`src/someip_header_deframer_core_assert.svh`:
```
// Assertion macros for the SOME/IP header deframer core.
`ifndef SOMEIP_HEADER_DEFRAMER_CORE_ASSERT_SVH
`define SOMEIP_HEADER_DEFRAMER_CORE_ASSERT_SVH

`ifndef SYNTHESIS
// same-cycle implication, checked out of reset
`define SHD_ASSERT_NOW(lbl, ante, cons, msg) \
  lbl: assert property (@(posedge clk) disable iff (!rst_n) (ante) |-> (cons)) \
    else $error(msg);
// next-cycle implication, checked out of reset
`define SHD_ASSERT_NEXT(lbl, ante, cons, msg) \
  lbl: assert property (@(posedge clk) disable iff (!rst_n) (ante) |=> (cons)) \
    else $error(msg);
`else
`define SHD_ASSERT_NOW(lbl, ante, cons, msg)
`define SHD_ASSERT_NEXT(lbl, ante, cons, msg)
`endif

`endif

```
`src/someip_hdr_pkg.sv`:
```
// Types, constants and helpers shared by the SOME/IP header deframer.
package someip_hdr_pkg;

  localparam int HDR_BYTES      = 16;
  localparam int HDR_IDX_W      = $clog2(HDR_BYTES);
  localparam int POS_W          = 33;
  localparam int LEN_W          = 32;
  localparam int LEN_BIAS       = 8;
  localparam int OUT_FIFO_DEPTH = 4;

  localparam logic KIND_STATUS  = 1'b0;
  localparam logic KIND_PAYLOAD = 1'b1;

  // protocol version register reset value
  localparam logic [7:0] PROTO_VER_RST = 8'h01;

  typedef enum logic [2:0] {
    ST_OK        = 3'd0,
    ST_SHORT_HDR = 3'd1,
    ST_LEN_LOW   = 3'd2,
    ST_TRUNC     = 3'd3,
    ST_BAD_VER   = 3'd4,
    ST_BAD_TYPE  = 3'd5
  } status_t;

  // defined message type codes
  localparam logic [7:0] MT_REQUEST          = 8'h00;
  localparam logic [7:0] MT_REQUEST_NO_RET   = 8'h01;
  localparam logic [7:0] MT_NOTIFICATION     = 8'h02;
  localparam logic [7:0] MT_TP_REQUEST       = 8'h20;
  localparam logic [7:0] MT_TP_REQUEST_NORET = 8'h21;
  localparam logic [7:0] MT_TP_NOTIFICATION  = 8'h22;
  localparam logic [7:0] MT_RESPONSE         = 8'h80;
  localparam logic [7:0] MT_ERROR            = 8'h81;
  localparam logic [7:0] MT_TP_RESPONSE      = 8'hA0;
  localparam logic [7:0] MT_TP_ERROR         = 8'hA1;

  typedef struct packed {
    logic [7:0] data_byte;
    logic       last_byte;
  } in_beat_t;

  typedef struct packed {
    logic             result_kind;
    logic [7:0]       payload_byte;
    logic [15:0]      srv_id;
    logic [15:0]      mth_id;
    logic [15:0]      cli_id;
    logic [15:0]      sess_id;
    logic [7:0]       if_ver;
    logic [7:0]       msg_type;
    logic [7:0]       ret_code;
    logic [LEN_W-1:0] body_len;
    status_t          status;
    logic             last;
  } out_beat_t;

  // results produced by one byte: first slot always used before second
  typedef struct packed {
    logic first;
    logic second;
  } push_t;

  function automatic logic type_known(input logic [7:0] t);
    logic ok;
    case (t)
      MT_REQUEST, MT_REQUEST_NO_RET, MT_NOTIFICATION,
      MT_TP_REQUEST, MT_TP_REQUEST_NORET, MT_TP_NOTIFICATION,
      MT_RESPONSE, MT_ERROR, MT_TP_RESPONSE, MT_TP_ERROR: ok = 1'b1;
      default: ok = 1'b0;
    endcase
    return ok;
  endfunction

endpackage

```
`src/someip_header_deframer_core.sv`:
```
// Top level of the SOME/IP header deframer: input stage, parser and result queue.
//
// Takes one buffer byte per beat on the in_ channel and captures the 16-byte
// big-endian SOME/IP header. Bytes after the header come out as payload beats
// (result_kind 1) until the length field minus 8 is used up; later bytes are
// dropped. The beat flagged last_byte always yields one status beat
// (result_kind 0, last 1) with the header fields, payload length and a
// numbered verdict, after that byte's own payload beat if it has one; the
// parser then clears for the next buffer. Rate: one byte per cycle sustained
// while the result queue has room. A byte is registered in the input register
// and then written into the result queue, from which out_ is read directly.
// The final byte of a frame may yield two beats, so the output
// side must pop one beat more for it; the input register holds its byte
// while the result queue has fewer than two free entries, which with the
// default depth of four never stalls the input while out_stall stays low.
// cfg_ready is always high; the protocol version register resets to 1.
module someip_header_deframer_core
  import someip_hdr_pkg::*;
#(
  parameter int FIFO_DEPTH = OUT_FIFO_DEPTH
) (
  input  logic       clk,
  input  logic       rst_n,
  // byte input
  input  logic       in_valid,
  output logic       in_stall,
  input  in_beat_t   in_data,
  // result output
  output logic       out_valid,
  input  logic       out_stall,
  output out_beat_t  out_data,
  // protocol version register
  input  logic       cfg_valid,
  output logic       cfg_ready,
  input  logic [7:0] cfg_data
);

`include "someip_header_deframer_core_assert.svh"

  localparam int LVL_W = $clog2(FIFO_DEPTH+1);

  logic             in_vld_r, in_vld_nxt;
  in_beat_t         in_beat_r;
  logic             in_acc;
  logic             take;
  logic             room;
  logic [LVL_W-1:0] level;
  logic [7:0]       proto_ver_r;
  push_t            push;
  out_beat_t        res_a, res_b;

  // input stage: held beat moves on when the queue has room for two
  assign take       = in_vld_r && room;
  assign in_stall   = in_vld_r && !room;
  assign in_acc     = in_valid && !in_stall;
  assign in_vld_nxt = in_acc || (in_vld_r && !take);

  always_ff @(posedge clk) begin
    if (!rst_n) begin
      in_vld_r <= 1'b0;
    end else begin
      in_vld_r <= in_vld_nxt;
    end
  end

  always_ff @(posedge clk) begin
    if (in_acc) begin
      in_beat_r <= in_data;
    end
  end

  // config register, writable any cycle
  assign cfg_ready = 1'b1;

  always_ff @(posedge clk) begin
    if (!rst_n) begin
      proto_ver_r <= PROTO_VER_RST;
    end else if (cfg_valid && cfg_ready) begin
      proto_ver_r <= cfg_data;
    end
  end

  someip_hdr_parse u_parse (
    .clk       (clk),
    .rst_n     (rst_n),
    .take      (take),
    .beat      (in_beat_r),
    .proto_ver (proto_ver_r),
    .push      (push),
    .res_a     (res_a),
    .res_b     (res_b)
  );

  someip_hdr_fifo #(
    .DEPTH (FIFO_DEPTH)
  ) u_fifo (
    .clk       (clk),
    .rst_n     (rst_n),
    .push      (push),
    .wr_a      (res_a),
    .wr_b      (res_b),
    .out_valid (out_valid),
    .out_stall (out_stall),
    .out_data  (out_data),
    .room      (room),
    .level     (level)
  );

  // a byte held for lack of queue room is neither dropped nor altered
  `SHD_ASSERT_NEXT(a_hold_byte, in_vld_r && !room, in_vld_r && $stable(in_beat_r), "held byte lost")
  // the final byte of a buffer always produces a status beat
  `SHD_ASSERT_NOW(a_final_status, take && in_beat_r.last_byte, push.first, "no status beat")
  // the queue never overfills
  `SHD_ASSERT_NOW(a_no_overflow, 1'b1, level <= LVL_W'(FIFO_DEPTH), "result queue overflow")

endmodule

```
`src/someip_hdr_parse.sv`:
```
// Per-byte header capture, payload pass-through and frame verdict.
module someip_hdr_parse
  import someip_hdr_pkg::*;
(
  input  logic       clk,
  input  logic       rst_n,
  input  logic       take,
  input  in_beat_t   beat,
  input  logic [7:0] proto_ver,
  output push_t      push,
  output out_beat_t  res_a,
  output out_beat_t  res_b
);

  logic [POS_W-1:0] pos_r, pos_nxt, pos_inc;
  logic [7:0]       hdr_r   [HDR_BYTES];
  logic [7:0]       hdr_nxt [HDR_BYTES];
  logic             in_hdr;
  logic [LEN_W-1:0] lf_cur, plen_cur, lf_new, plen_new;
  logic [POS_W-1:0] pay_pos;
  logic             pay_hit;
  status_t          st;
  out_beat_t        pay_res, stat_res;

  assign in_hdr  = pos_r < POS_W'(HDR_BYTES);
  assign pos_inc = (pos_r == {POS_W{1'b1}}) ? pos_r : pos_r + POS_W'(1);

  always_comb begin
    for (int i = 0; i < HDR_BYTES; i++) begin
      hdr_nxt[i] = hdr_r[i];
    end
    if (in_hdr) begin
      hdr_nxt[pos_r[HDR_IDX_W-1:0]] = beat.data_byte;
    end
  end

  // payload budget from the header as it stood before this byte
  assign lf_cur   = {hdr_r[4], hdr_r[5], hdr_r[6], hdr_r[7]};
  assign plen_cur = (lf_cur < LEN_W'(LEN_BIAS)) ? '0 : lf_cur - LEN_W'(LEN_BIAS);
  assign pay_pos  = pos_r - POS_W'(HDR_BYTES);
  assign pay_hit  = !in_hdr && (pay_pos < {1'b0, plen_cur});

  assign lf_new   = {hdr_nxt[4], hdr_nxt[5], hdr_nxt[6], hdr_nxt[7]};
  assign plen_new = (lf_new < LEN_W'(LEN_BIAS)) ? '0 : lf_new - LEN_W'(LEN_BIAS);

  always_comb begin
    if (pos_inc < POS_W'(HDR_BYTES)) begin
      st = ST_SHORT_HDR;
    end else if (lf_new < LEN_W'(LEN_BIAS)) begin
      st = ST_LEN_LOW;
    end else if ({1'b0, pos_inc} < ((POS_W+1)'(HDR_BYTES) + (POS_W+1)'(plen_new))) begin
      st = ST_TRUNC;
    end else if (hdr_nxt[12] != proto_ver) begin
      st = ST_BAD_VER;
    end else if (!type_known(hdr_nxt[14])) begin
      st = ST_BAD_TYPE;
    end else begin
      st = ST_OK;
    end
  end

  always_comb begin
    pay_res              = '0;
    pay_res.result_kind  = KIND_PAYLOAD;
    pay_res.payload_byte = beat.data_byte;
    pay_res.status       = ST_OK;

    stat_res             = '0;
    stat_res.result_kind = KIND_STATUS;
    stat_res.srv_id      = {hdr_nxt[0], hdr_nxt[1]};
    stat_res.mth_id      = {hdr_nxt[2], hdr_nxt[3]};
    stat_res.cli_id      = {hdr_nxt[8], hdr_nxt[9]};
    stat_res.sess_id     = {hdr_nxt[10], hdr_nxt[11]};
    stat_res.if_ver      = hdr_nxt[13];
    stat_res.msg_type    = hdr_nxt[14];
    stat_res.ret_code    = hdr_nxt[15];
    stat_res.body_len    = plen_new;
    stat_res.status      = st;
    stat_res.last        = 1'b1;
  end

  always_comb begin
    push.first  = take && (pay_hit || beat.last_byte);
    push.second = take && pay_hit && beat.last_byte;
    res_a       = pay_hit ? pay_res : stat_res;
    res_b       = stat_res;
  end

  assign pos_nxt = beat.last_byte ? '0 : pos_inc;

  always_ff @(posedge clk) begin
    if (!rst_n) begin
      pos_r <= '0;
      for (int i = 0; i < HDR_BYTES; i++) begin
        hdr_r[i] <= '0;
      end
    end else if (take) begin
      pos_r <= pos_nxt;
      for (int i = 0; i < HDR_BYTES; i++) begin
        hdr_r[i] <= beat.last_byte ? 8'h00 : hdr_nxt[i];
      end
    end
  end

endmodule

```
`src/someip_hdr_fifo.sv`:
```
// Result queue: up to two beats in, one beat out per cycle while out_stall is low.
module someip_hdr_fifo
  import someip_hdr_pkg::*;
#(
  parameter int DEPTH = OUT_FIFO_DEPTH
) (
  input  logic                       clk,
  input  logic                       rst_n,
  input  push_t                      push,
  input  out_beat_t                  wr_a,
  input  out_beat_t                  wr_b,
  output logic                       out_valid,
  input  logic                       out_stall,
  output out_beat_t                  out_data,
  output logic                       room,
  output logic [$clog2(DEPTH+1)-1:0] level
);

  localparam int PTR_W = (DEPTH > 1) ? $clog2(DEPTH) : 1;
  localparam int LVL_W = $clog2(DEPTH+1);

  out_beat_t        mem [DEPTH];
  logic [PTR_W-1:0] wr_r, rd_r, wr_nxt, rd_nxt, wr_1;
  logic [LVL_W-1:0] level_r, level_nxt;
  logic             pop;

  function automatic logic [PTR_W-1:0] bump(input logic [PTR_W-1:0] p);
    return (p == PTR_W'(DEPTH-1)) ? '0 : p + PTR_W'(1);
  endfunction

  assign out_valid = level_r != '0;
  assign out_data  = mem[rd_r];
  assign pop       = out_valid && !out_stall;
  // two free slots, judged before this cycle's pop
  assign room      = level_r <= LVL_W'(DEPTH-2);
  assign level     = level_r;

  assign wr_1 = bump(wr_r);

  always_comb begin
    wr_nxt = wr_r;
    if (push.first && push.second) begin
      wr_nxt = bump(wr_1);
    end else if (push.first) begin
      wr_nxt = wr_1;
    end
    rd_nxt    = pop ? bump(rd_r) : rd_r;
    level_nxt = level_r + LVL_W'(push.first) + LVL_W'(push.second) - LVL_W'(pop);
  end

  always_ff @(posedge clk) begin
    if (!rst_n) begin
      wr_r    <= '0;
      rd_r    <= '0;
      level_r <= '0;
    end else begin
      wr_r    <= wr_nxt;
      rd_r    <= rd_nxt;
      level_r <= level_nxt;
    end
  end

  always_ff @(posedge clk) begin
    if (push.first) begin
      mem[wr_r] <= wr_a;
    end
    if (push.second) begin
      mem[wr_1] <= wr_b;
    end
  end

endmodule
```
`config.mk`:
```
export PLATFORM = sky130hd
export DESIGN_NAME = someip_header_deframer_core
export DESIGN_NICKNAME = d
export VERILOG_FILES = /design/src/someip_hdr_pkg.sv /design/src/someip_header_deframer_core.sv /design/src/someip_hdr_parse.sv /design/src/someip_hdr_fifo.sv
export VERILOG_INCLUDE_DIRS = /design/src /design/src/src
export SDC_FILE = /design/constraint.sdc
export NUM_CORES = 1
export LEC_CHECK = 0
export BUFFER_PORTS_ARGS = -buffer_cell sky130_fd_sc_hd__buf_2
export CAP_MARGIN = 15
export CELL_PAD_IN_SITES_DETAIL_PLACEMENT = 1
export CELL_PAD_IN_SITES_GLOBAL_PLACEMENT = 1
export CORE_MARGIN = 2
export CORE_UTILIZATION = 30
export CTS_BUF_LIST = sky130_fd_sc_hd__clkbuf_4 sky130_fd_sc_hd__clkbuf_8
export DETAILED_ROUTE_END_ITERATION = 6
export PLACE_DENSITY = 0.59
export SYNTH_ARGS = -nofsm -noshare
export SYNTH_HDL_FRONTEND = slang
export SYNTH_HIERARCHICAL = 1
export SYNTH_SLANG_ARGS = --single-unit
```
`constraint.sdc`:
```
create_clock -name clk -period 8.1 [get_ports clk]
set_clock_uncertainty 0.2 [all_clocks]
set_input_delay 0.81 -clock clk [delete_from_list [all_inputs] [get_ports clk]]
set_output_delay 0.81 -clock clk [all_outputs]
set_load 0.02 [all_outputs]
```
==> run metrics <==
status finished clean; Max Root-Sink Buffers 3; CTS root buf sky130_fd_sc_hd__clkbuf_8; remaining global-route overflow 0; class of the tightest hold or removal check primary input to flop; Internal Power between 7 and 8 mW; share of cell area taken by muxes after synthesis 0.257; WL per Instance roughly 25 um; busiest metal layer after global routing met2; post-synthesis share of cell area spent on xor and xnor gates 0.0278; mean number of vias per cell 5.11; row count 136; vias in the first global route between 20000 and 30000; I/O pins approximately 160; worst setup slack after layout about 340 ps; Routed WL 129000 um; simple logic cell fraction of the synthesized area 0.0908; Worst Hold End proto_ver_r[0]; count of buffer and inverter cells on the critical path 1; first-pass GRT wire length roughly 190000 um; compound-gate portion of the synthesized area 0.0313; post-DP HPWL around 80000 um; Warnings, synthesis 6; power per cell area 233 mW/mm^2; Max Fanout on Critical Path 7; number of max-cap violations 0; weighted congestion at the end of routability-driven global placement slightly below 0.9; Worst Setup End Kind flop; Leak Pwr between 15 and 20 nW; Die Span Y around 380 um; residual antenna-violating net count after detailed routing 0; top cell family by delay on the critical path simple AND/OR/NAND/NOR gates; Adder-Cell Fraction of Synth Area 0.0252; number of instances in the synthesized netlist 3194; unique cell type count in the Yosys netlist 72; clock tree from TritonCTS done; netlist area before placement 0.0413 sq mm; M2 GR Usage 0.291; worst reg2reg endpoint u_fifo/mem[0][3]; minimum clock period slightly below 8000 ps; share of flip-flops with an asynchronous set or reset 0; EDFF count, synth 669; cell type of the slowest stage on the worst timing path sky130_fd_sc_hd__or4_1; number of clock buffers inserted by TritonCTS ~140; Tcrit/Tclk final 0.958; Total Neg Setup Slack 0 ps; flip-flop and latch count after synthesis just over 700; setup slack of the worst register-to-register path 340 ps; DRC violations left 0; count of port buffers added during placement ~160; Worst-Margin Slew around 1100 ps; final hold violations 0; highest attainable clock frequency roughly 130 MHz; Layout Area Growth over Synthesis 13.1%; share of total power in combinational logic 0.254; total track usage 0.183; share of synthesized area occupied by flip-flops and latches 0.511; clock share of power 0.331; Max stage delay on crit path roughly 700 ps; Die Outline Area approximately 0.14 sq mm; kind of start point of the critical path flop; worst setup path class flop to flop; dominant cells by area after synthesis sky130_fd_sc_hd__edfxtp_1 49%, sky130_fd_sc_hd__mux2_2 8.3%, sky130_fd_sc_hd__mux4_2 7.3%, sky130_fd_sc_hd__mux2_1 6.4%, sky130_fd_sc_hd__mux2i_1 3.7%; switching fraction of total power 0.318; GR met1 Demand/Resource 0.254; peak supply drop 0.000115 V; Place WS about 14 ps; net switching component of the power 3.46 mW; critical path's most frequent cell sky130_fd_sc_hd__a21o_1; ys flop type sky130_fd_sc_hd__edfxtp_1; number of antenna violations at the first check in global routing 13; clock input transition at the sequential cells of the worst setup and hold paths 60 ps; worst hold slack across all endpoints 212 ps; mean instance size in the synthesized netlist approximately 13 sq um; level count of the clock H-tree 4; number of stages on the worst hold path 2; final-stage net count about 3400; core region area 0.137 sq mm; combinational family with the most area after synthesis multiplexers; hold path startpoint rst_n; Clock Latency Late Sink roughly 850 ps; final core utilization 0.341; arrival time of the worst setup path just over 8000 ps; Setup Viol. Count Final 0; setup repair after global routing missed its margin no; worst path required time 8480 ps; Seq pwr share 0.415; share of the synthesized area in the top cell type 0.486; Starting Density 0.301; fraction of layout cells with a size suffix above 1 0.286; most area-hungry cell type in the Yosys netlist sky130_fd_sc_hd__edfxtp_1; start of the worst register-to-register path u_parse/pos_r[23]; R2R cell count 28; Tot Pwr between 10 and 15 mW; GR Util met3 0.0307; total count of max-transition violations in the final report 0; horizontal die dimension between 300 and 400 um; detailed-route via count between 20000 and 30000; Detailed Route Iter0 Violations 1950; maximum number of pins on one net before global-route repair ~130; TritonCTS sink count around 700; headroom to the max-slew limit 0.295; first-pass detailed-route iteration total 4
layout by cell type (no fill, tap or decap), types with 11 or more instances in the layout:
master                            n
sky130_fd_sc_hd__or4_1           17
sky130_fd_sc_hd__a21oi_1         41
sky130_fd_sc_hd__or3_1           15
sky130_fd_sc_hd__clkinv_1        17
sky130_fd_sc_hd__nand4_1         37
sky130_fd_sc_hd__edfxtp_1       669
sky130_fd_sc_hd__conb_1          11
sky130_fd_sc_hd__nor2_1         318
sky130_fd_sc_hd__dfxtp_1         49
sky130_fd_sc_hd__nor3_1          61
sky130_fd_sc_hd__mux2_1         236
sky130_fd_sc_hd__nand3_1         34
sky130_fd_sc_hd__dlygate4sd3_1   18
sky130_fd_sc_hd__inv_1          136
sky130_fd_sc_hd__buf_4           97
sky130_fd_sc_hd__nand2_1        154
sky130_fd_sc_hd__mux2_2         306
sky130_fd_sc_hd__nor4_1          18
sky130_fd_sc_hd__mux2i_1        152
sky130_fd_sc_hd__clkbuf_8       140
sky130_fd_sc_hd__o31ai_1         11
sky130_fd_sc_hd__clkbuf_4        55
sky130_fd_sc_hd__mux4_2         133
sky130_fd_sc_hd__o21ai_0         52
sky130_fd_sc_hd__or2_2           15
sky130_fd_sc_hd__buf_2          157
sky130_fd_sc_hd__a21o_1          37
sky130_fd_sc_hd__buf_12          20
sky130_fd_sc_hd__xnor2_1         81
sky130_fd_sc_hd__xor2_1          50
sky130_fd_sc_hd__ha_1            80
sky130_fd_sc_hd__nor2b_1         16
sky130_fd_sc_hd__and3_1          26
sky130_fd_sc_hd__and2_1          30
cell type report:
class | count | area, sq um
diodes | 3 | 7.51
clock buffers | 195 | 2340
clock inverters | 41 | 319
fillers | 14719 | 90400
inverters | 138 | 526
multi-input cells | 2041 | 18100
flip-flops and latches | 720 | 21100
well taps | 1794 | 2240
repair buffers | 292 | 2090
worst reg2reg max path: cells and delay by family (launching register included):
family,cells,cell delay (ps)
AOI/OAI and AO/OA,11,2150
xor gates and xnor gates,1,90
adders and majority gates,2,500
buffers and inverters,1,170
DFF,1,320
muxes,3,600
and+or+nand+nor,10,3460
power groups by stage:
stage,registers (mW),logic [mW],clock network [mW]
floorplan,4.53,1.98,0
global placement,4.58,2.76,0
detailed placement,4.58,2.78,0
CTS,4.51,2.80,3.73
global route,4.53,3.00,3.88
finish,4.51,2.76,3.60
layer usage:
layer | routed length (um) | vias to the layer above
li1 | - | 12053
met1 | 60600 | 13797
met2 | 59100 | 680
met3 | 6550 | 152
met4 | 2540 | 0
met5 | 0 | -
cell usage after synthesis, types with 3 or more instances:
library cell,instances
sky130_fd_sc_hd__edfxtp_1,669
sky130_fd_sc_hd__nor2_1,320
sky130_fd_sc_hd__mux2_2,306
sky130_fd_sc_hd__mux2_1,236
sky130_fd_sc_hd__nand2_1,158
sky130_fd_sc_hd__mux2i_1,152
sky130_fd_sc_hd__inv_1,138
sky130_fd_sc_hd__mux4_2,133
sky130_fd_sc_hd__buf_4,128
sky130_fd_sc_hd__clkbuf_1,104
sky130_fd_sc_hd__xnor2_1,81
sky130_fd_sc_hd__ha_1,80
sky130_fd_sc_hd__nor3_1,62
sky130_fd_sc_hd__o21ai_0,53
sky130_fd_sc_hd__dfxtp_1,51
sky130_fd_sc_hd__xor2_1,50
sky130_fd_sc_hd__buf_2,49
sky130_fd_sc_hd__a21oi_1,41
sky130_fd_sc_hd__a21o_1,37
sky130_fd_sc_hd__nand4_1,37
sky130_fd_sc_hd__nand3_1,34
sky130_fd_sc_hd__and2_1,30
sky130_fd_sc_hd__and3_1,26
sky130_fd_sc_hd__nor4_1,20
sky130_fd_sc_hd__buf_6,18
sky130_fd_sc_hd__nor2b_1,17
sky130_fd_sc_hd__or4_1,17
sky130_fd_sc_hd__or2_2,16
sky130_fd_sc_hd__or3_1,15
sky130_fd_sc_hd__o31ai_1,11
sky130_fd_sc_hd__a22o_1,10
sky130_fd_sc_hd__a31oi_1,9
sky130_fd_sc_hd__and4_1,8
sky130_fd_sc_hd__nand2b_1,8
sky130_fd_sc_hd__o21a_1,7
sky130_fd_sc_hd__a211oi_1,4
sky130_fd_sc_hd__buf_1,4
sky130_fd_sc_hd__nand2_2,4
sky130_fd_sc_hd__a211o_1,3
sky130_fd_sc_hd__conb_1,3
sky130_fd_sc_hd__nor3b_1,3
sky130_fd_sc_hd__o211ai_1,3
sky130_fd_sc_hd__o22ai_1,3
sky130_fd_sc_hd__o31a_1,3
what timing repair did:
action	CTS	global route
pin swaps	0	0
hold endpoints to repair	18	0
gates resized for setup	1	5
setup endpoints to repair	4	12
hold buffers	18	0
setup buffers	0	2
worst max path at each step:
| stage | cells past startpoint | startpoint | end |
|---|---|---|---|
| after floorplan | 31 | u_parse/pos_r[7] | u_fifo/mem[0][3] |
| after global placement | 28 | u_parse/pos_r[4] | u_fifo/mem[1][1] |
| after detailed placement | 27 | u_parse/pos_r[4] | u_fifo/mem[3][1] |
| after CTS | 27 | u_parse/pos_r[4] | u_fifo/mem[0][3] |
| after global routing | 27 | u_parse/pos_r[23] | u_fifo/mem[1][3] |
| final | 28 | u_parse/pos_r[23] | u_fifo/mem[0][3] |
logic make-up after synthesis:
| family | count (synthesis) |
|---|---|
| AOI/OAI and AO/OA | 200 |
| xor gates and xnor gates | 131 |
| DFF | 720 |
| muxes | 827 |
| other | 3 |
| buffers and inverters | 441 |
| adders and majority gates | 82 |
| and+or+nand+nor | 790 |
registers in the layout (all words and copies together) (netlist names), named ones only:
register and count:
u_fifo/mem 532, u_parse/hdr_r 128, u_parse/pos_r 33, in_beat_r 9, proto_ver_r 8, u_fifo/level 3, u_fifo/rd_r 2, u_fifo/wr_r 2
in_vld_r 1
stage by stage:
stage | instances | area, sq um
floorplan | 3202 | 41300
global placement | 4964 | 43800
detailed placement | 4964 | 43800
global route | 5222 | 46700
CTS | 5218 | 46700
finish | 5224 | 46700
No activity file was read; power rests on OpenSTA's default activity.
